==> config.mk <==
export PLATFORM = sky130hd
export DESIGN_NAME = internet_checksum_pseudo_header_core
export DESIGN_NICKNAME = d
export VERILOG_FILES = /design/src/hdl/ics_pkg.sv /design/src/hdl/internet_checksum_pseudo_header_core.sv /design/src/hdl/ics_cfg_regs.sv
export SDC_FILE = /design/constraint.sdc
export NUM_CORES = 1
export LEC_CHECK = 0
export BUFFER_PORTS_ARGS = -buffer_cell sky130_fd_sc_hd__buf_2
export CORE_AREA = 2 2 140 169
export DETAILED_ROUTE_END_ITERATION = 7
export DIE_AREA = 0 0 142 171
export PLACE_DENSITY = 0.74
export SLEW_MARGIN = 20
export SYNTH_ARGS = -nofsm -noshare
export SYNTH_HDL_FRONTEND = slang
export SYNTH_SLANG_ARGS = --single-unit
==> constraint.sdc <==
create_clock -name clk -period 14.7 [get_ports clk]
set_input_delay 2.205 -clock clk [delete_from_list [all_inputs] [get_ports clk]]
set_output_delay 2.205 -clock clk [all_outputs]
set_load 0.1 [all_outputs]
==> src/hdl/ics_pkg.sv <==
// Shared types and constants for the internet checksum core.
// Depends on nothing; used by ics_cfg_regs and internet_checksum_pseudo_header_core.
`timescale 1ns / 1ps

package ics_pkg;

	localparam int WORD_W   = 16;
	localparam int ADDR_W   = 32;
	localparam int PSEUDO_W = 19;
	localparam int TOTAL_W  = 19;
	localparam int CFG_IDX_W = 2;

	localparam logic [CFG_IDX_W-1:0] REG_MODE     = 2'd0;
	localparam logic [CFG_IDX_W-1:0] REG_SRC_ADDR = 2'd1;
	localparam logic [CFG_IDX_W-1:0] REG_DST_ADDR = 2'd2;

	localparam logic [1:0] MODE_PLAIN = 2'd0;
	localparam logic [1:0] MODE_UDP   = 2'd1;
	localparam logic [1:0] MODE_TCP   = 2'd2;

	localparam logic [WORD_W-1:0] PROTO_UDP = 16'h0011;
	localparam logic [WORD_W-1:0] PROTO_TCP = 16'h0006;

	localparam logic [WORD_W-1:0] UPPER_BYTE_MASK = 16'hFF00;

	typedef struct packed {
		logic [WORD_W-1:0] data_word;
		logic              single_byte;
		logic              last;
	} in_t;

	typedef struct packed {
		logic [WORD_W-1:0] checksum;
		logic [WORD_W-1:0] byte_length;
	} out_t;

	typedef struct packed {
		logic                pseudo_en;
		logic [PSEUDO_W-1:0] pseudo_sum;
	} hdr_cfg_t;

endpackage

==> src/hdl/internet_checksum_pseudo_header_core.sv <==
// Top level: streaming RFC 1071 checksum with optional UDP/TCP pseudo-header.
// Depends on ics_pkg and ics_cfg_regs.
//
//   channel | handshake              | payload
//   in      | in_valid / in_ready    | in_data  (ics_pkg::in_t)
//   out     | out_valid / out_ready  | out_data (ics_pkg::out_t)
//   cfg     | cfg_we                 | cfg_index, cfg_data
//
// One word is taken per cycle while in_ready is high. A result passes from the
// transfer of the last word through the input register, sum stage and fold
// stage to the output register. Reset clears the running sum, byte count, valid flags and
// configuration registers. A stalled result holds the output register; one
// more result can wait in the sum stage, and non-last words keep flowing
// until a further last word waits in the input register.
`timescale 1ns / 1ps

module internet_checksum_pseudo_header_core (
	input  logic                          clk,
	input  logic                          arst_n,
	input  logic                          in_valid,
	output logic                          in_ready,
	input  ics_pkg::in_t                  in_data,
	output logic                          out_valid,
	input  logic                          out_ready,
	output ics_pkg::out_t                 out_data,
	input  logic                          cfg_we,
	input  logic [ics_pkg::CFG_IDX_W-1:0] cfg_index,
	input  logic [ics_pkg::ADDR_W-1:0]    cfg_data
);

	ics_pkg::hdr_cfg_t hdr_cfg;

	logic                         v_s1;
	logic [ics_pkg::WORD_W-1:0]   word_s1;
	logic                         half_s1;
	logic                         last_s1;
	logic [ics_pkg::WORD_W-1:0]   sum_q;
	logic [ics_pkg::WORD_W-1:0]   cnt_q;
	logic                         v_s2;
	logic [ics_pkg::WORD_W-1:0]   sum_s2;
	logic [ics_pkg::WORD_W-1:0]   cnt_s2;
	logic                         out_v_q;
	ics_pkg::out_t                out_q;

	logic                         out_free;
	logic                         s2_free;
	logic                         s1_move;
	logic [ics_pkg::WORD_W:0]     sum_wide;
	logic [ics_pkg::WORD_W-1:0]   sum_next;
	logic [ics_pkg::WORD_W-1:0]   cnt_next;
	logic [ics_pkg::TOTAL_W-1:0]  total;
	logic [ics_pkg::WORD_W:0]     fold1;
	logic [ics_pkg::WORD_W-1:0]   fold2;

	ics_cfg_regs u_cfg (
		.clk       (clk),
		.arst_n    (arst_n),
		.cfg_we    (cfg_we),
		.cfg_index (cfg_index),
		.cfg_data  (cfg_data),
		.hdr_cfg   (hdr_cfg)
	);

	assign out_free = !out_v_q || out_ready;
	assign s2_free  = !v_s2 || out_free;
	assign s1_move  = v_s1 && (!last_s1 || s2_free);
	assign in_ready = !v_s1 || s1_move;

	always_comb begin
		sum_wide = {1'b0, sum_q} + {1'b0, word_s1};
		sum_next = sum_wide[ics_pkg::WORD_W-1:0] + {{(ics_pkg::WORD_W-1){1'b0}}, sum_wide[ics_pkg::WORD_W]};
		cnt_next = cnt_q + {{(ics_pkg::WORD_W-2){1'b0}}, !half_s1, half_s1};
	end

	always_comb begin
		total = {3'b000, sum_s2} + hdr_cfg.pseudo_sum
			+ (hdr_cfg.pseudo_en ? {3'b000, cnt_s2} : '0);
		fold1 = {1'b0, total[ics_pkg::WORD_W-1:0]}
			+ {14'd0, total[ics_pkg::TOTAL_W-1:ics_pkg::WORD_W]};
		fold2 = fold1[ics_pkg::WORD_W-1:0] + {{(ics_pkg::WORD_W-1){1'b0}}, fold1[ics_pkg::WORD_W]};
	end

	// input register
	always_ff @(posedge clk or negedge arst_n) begin
		if (!arst_n) begin
			v_s1 <= 1'b0;
		end else if (in_ready) begin
			v_s1 <= in_valid;
		end
	end

	always_ff @(posedge clk) begin
		if (in_valid && in_ready) begin
			word_s1 <= in_data.single_byte ?
				(in_data.data_word & ics_pkg::UPPER_BYTE_MASK) : in_data.data_word;
			half_s1 <= in_data.single_byte;
			last_s1 <= in_data.last;
		end
	end

	// running sum and byte count; clear after the last word
	always_ff @(posedge clk or negedge arst_n) begin
		if (!arst_n) begin
			sum_q <= '0;
			cnt_q <= '0;
		end else if (s1_move) begin
			if (last_s1) begin
				sum_q <= '0;
				cnt_q <= '0;
			end else begin
				sum_q <= sum_next;
				cnt_q <= cnt_next;
			end
		end
	end

	always_ff @(posedge clk or negedge arst_n) begin
		if (!arst_n) begin
			v_s2 <= 1'b0;
		end else if (s2_free) begin
			v_s2 <= s1_move && last_s1;
		end
	end

	always_ff @(posedge clk) begin
		if (s1_move && last_s1) begin
			sum_s2 <= sum_next;
			cnt_s2 <= cnt_next;
		end
	end

	// output register
	always_ff @(posedge clk or negedge arst_n) begin
		if (!arst_n) begin
			out_v_q <= 1'b0;
		end else if (out_free) begin
			out_v_q <= v_s2;
		end
	end

	always_ff @(posedge clk) begin
		if (v_s2 && out_free) begin
			out_q.checksum    <= ~fold2;
			out_q.byte_length <= cnt_s2;
		end
	end

	assign out_valid = out_v_q;
	assign out_data  = out_q;

endmodule

==> src/hdl/ics_cfg_regs.sv <==
// Configuration registers and pseudo-header partial sum.
// Depends on ics_pkg.
`timescale 1ns / 1ps

module ics_cfg_regs (
	input  logic                              clk,
	input  logic                              arst_n,
	input  logic                              cfg_we,
	input  logic [ics_pkg::CFG_IDX_W-1:0]     cfg_index,
	input  logic [ics_pkg::ADDR_W-1:0]        cfg_data,
	output ics_pkg::hdr_cfg_t                 hdr_cfg
);

	logic [1:0]                   mode_q;
	logic [ics_pkg::ADDR_W-1:0]   src_q;
	logic [ics_pkg::ADDR_W-1:0]   dst_q;
	logic                         en_q;
	logic [ics_pkg::PSEUDO_W-1:0] pseudo_q;
	logic                         en_d;
	logic [ics_pkg::WORD_W-1:0]   proto_d;
	logic [ics_pkg::PSEUDO_W-1:0] pseudo_d;

	always_ff @(posedge clk or negedge arst_n) begin
		if (!arst_n) begin
			mode_q <= ics_pkg::MODE_PLAIN;
			src_q  <= '0;
			dst_q  <= '0;
		end else if (cfg_we) begin
			unique case (cfg_index)
				ics_pkg::REG_MODE:     mode_q <= cfg_data[1:0];
				ics_pkg::REG_SRC_ADDR: src_q  <= cfg_data;
				ics_pkg::REG_DST_ADDR: dst_q  <= cfg_data;
				default: ;
			endcase
		end
	end

	always_comb begin
		unique case (mode_q)
			ics_pkg::MODE_UDP: begin
				en_d    = 1'b1;
				proto_d = ics_pkg::PROTO_UDP;
			end
			ics_pkg::MODE_TCP: begin
				en_d    = 1'b1;
				proto_d = ics_pkg::PROTO_TCP;
			end
			default: begin
				en_d    = 1'b0;
				proto_d = '0;
			end
		endcase
		pseudo_d = {3'b000, src_q[31:16]} + {3'b000, src_q[15:0]}
			+ {3'b000, dst_q[31:16]} + {3'b000, dst_q[15:0]} + {3'b000, proto_d};
	end

	// precompute once per cycle; the user must keep config static while items flow, the block does not enforce it
	always_ff @(posedge clk or negedge arst_n) begin
		if (!arst_n) begin
			en_q     <= 1'b0;
			pseudo_q <= '0;
		end else begin
			en_q     <= en_d;
			pseudo_q <= en_d ? pseudo_d : '0;
		end
	end

	assign hdr_cfg.pseudo_en  = en_q;
	assign hdr_cfg.pseudo_sum = pseudo_q;

endmodule

==> impl_metrics.toml <==
[routing]
dr_wl_met2_um = 11700
postRouteWirelength_um = 23200
drcViolationCount = 0
antenna_left = 0
avgViaCountPerCell = 5.49
drt-wirelength-per-cell_um = 15.6
first_pass_iters = 4
wl_met1_um = 9840
vias = 8163
met3WireLength_um = 864
drtIter0Drc = 440
top_layer = "met4"

[clock_tree]
clock_path_buffers = 3
h-tree-depth = 1
clkTransAtPathRegs_ns = 0.06
cts_tree = "done"
clk_latency_ns = 0.53
cts_root_buf = "clkbuf_16"
postCtsHoldBufs = 0
post_cts_buffers = 0
ctsResizeCount = 0
cts_buffers = 23
clock-sinks = 203

[floorplanning]
die_area_mm2 = 0.0243
initial_utilization_pct = 53.8
rows = 61
core-area_mm2 = 0.0228
boundaryPins = 91
die_w_um = 142
die_y_um = 171

[placed_design]
io_buffers = 90
routabilityCongestion = 0.881
post-place-ws_ns = 7.71
hpwl_um = 17400
dp.cells = 1444

[job]
maxCapViolCount = 0

[sta]
finalMaxSlewViolations = 0
fin_crit_sh_pct = 48.5
worst_pin_slew_ns = 0.892
fin_crit_ns = 7.13
setup_viol = 0
timing.final.ws_setup_ns = 7.57
tns_ns = 0
final_hold_viol_count = 0
rsz0062_at_grt = "false"
max_freq_ghz = 0.140
relSlewSlack_pct = 40.3
clock_skew_ns = 0.0256

[logic_synthesis]
ys_warn_count = 0
syn_area_mm2 = 0.0123
synth-seq-cells = 203
synth_ff_type = "dfrtp_1"
ys_async_sr_fraction_pct = 59.6
synth_cells = 1092
synth_nets = 1279
synth_area_per_cell_um2 = 11.3
synth_edf_count = 82
synth.distinct_cells = 72
ys_seq_area_share_pct = 44.7

[global_route]
grt_max_degree = 67
grt_pass1_vias = 8313
grt-ovfl-total = 0
grt_antenna_before_repair = 0
globalRouteTotalUtil_pct = 20.0
grt_pass1_wl_um = 39100

[critical_path]
cp-end-kind = "flop"
critPathLaunchType = "flop"
path_max_fanout = 16
crit_arrival_ns = 7.36
cpPeakStageDelay_ns = 0.55
cp.required_ns = 14.93
path_class = "flop to flop"
cpMostUsedCell = "o21a_1"
slowest_stage = "dfrtp_1"

[cells_and_area]
drive_gt1_share_pct = 17.9
final_nets = 1373
stdcell_count = 1486
mostFrequentLayoutCells = "121 x dfrtp_1, 101 x inv_1, 89 x ha_1, 89 x buf_2, 82 x edfxtp_1"
syn2layout_area_growth_pct = 12.7
final_common_cell = "dfrtp_1"
diodes = 0

[min_path]
min_path_type = "flop to flop"

[run_status]
outcome = "finished, final reports clean"
critical path: cells and delay by family (launching register included):
kind,cells,cell delay [ns]
AOI/OAI and AO/OA,8,1.93
xor gates and xnor gates,1,0.14
adders and majority gates,6,1.68
buffers and inverters,1,0.05
DFF,1,0.55
and+or+nand+nor,15,2.49
synthesized netlist by cell type (8+ instances only):
master	instances	area [um2]
ha_1	89	1110
and3_1	15	93.8
nor2b_1	26	163
clkbuf_1	23	86.3
xor2_1	42	368
inv_1	101	379
and2_1	20	125
a22o_1	18	158
nand2b_1	8	50.1
edfxtp_1	82	2460
nor2_1	67	251
a21oi_1	39	195
o21ai_0	52	260
a211oi_1	12	90.1
fa_1	41	821
nand2_1	52	195
nand4_1	8	50.1
xnor2_1	57	499
a21o_1	17	128
nand3_1	19	95.1
dfrtp_1	121	3030
nor3_1	11	55.1
o21a_1	9	67.6
mux2_2	64	721
o21bai_1	12	90.1
per-layer routing:
layer	GRT usage, %	vias up
met1	24.9	3936
met4	7.35	0
met2	35.5	135
met3	2.57	51
li1	-	4041
met5	0	-
per-stage QoR:
stage | hold WS [ns] | util [%] | instance area [um2]
2_1_floorplan | 0.418 | - | 12300
3_3_place_gp | 0.429 | 57.2 | 13000
4_1_cts | 0.433 | 60.7 | 13800
5_1_grt | 0.445 | 60.7 | 13800
3_5_place_dp | 0.432 | 57.2 | 13000
6_report | 0.435 | 60.7 | 13800
registers in the layout, indices dropped and copies added (netlist names), 2 cells and up:
register        count
cnt_q              16
cnt_s2             16
out_data           32
sum_q              16
sum_s2             16
u_cfg.dst_q        32
u_cfg.mode_q        2
u_cfg.pseudo_q     19
u_cfg.src_q        32
word_s1            16
logic make-up (layout without fill, tap and decap cells):
| group | count (synthesis) | in the layout | synth area share (%) |
|---|---|---|---|
| compound gates | 205 | 205 | 11.4 |
| xor+xnor | 99 | 99 | 7.06 |
| fa+ha+maj | 131 | 131 | 15.8 |
| buf+inv | 129 | 240 | 3.96 |
| flops | 203 | 203 | 44.7 |
| mux | 64 | 64 | 5.87 |
| simple gates | 261 | 261 | 11.2 |
worst paths after layout:
path,from,end,slack [ns],cells after the start
max,u_cfg.en_q$_DFF_PN0_,out_data[30]$_DFFE_PP_,7.57,31
min,cnt_s2[2]$_DFFE_PP_,out_data[2]$_DFFE_PP_,0.44,0
max reg2reg,u_cfg.en_q$_DFF_PN0_,out_data[30]$_DFFE_PP_,7.57,31
min reg2reg,cnt_s2[2]$_DFFE_PP_,out_data[2]$_DFFE_PP_,0.44,0
max in group asynchronous,arst_n,sum_q[12]$_DFFE_PN0P_,11.64,2
min in group asynchronous,arst_n,u_cfg.src_q[26]$_DFFE_PN0P_,1.75,1
final cells by class:
class | instances | area, um2
clock buffers | 30 | 622
clock inverters | 12 | 180
fillers | 1821 | 8970
inverters | 101 | 379
multi-input cells | 760 | 6310
flip-flops and latches | 203 | 5490
well taps | 283 | 354
repair buffers | 97 | 505
Power is left out: the tool's default activity adds up to more than one toggle a clock period on the data nets, which glitch-free logic cannot reach.
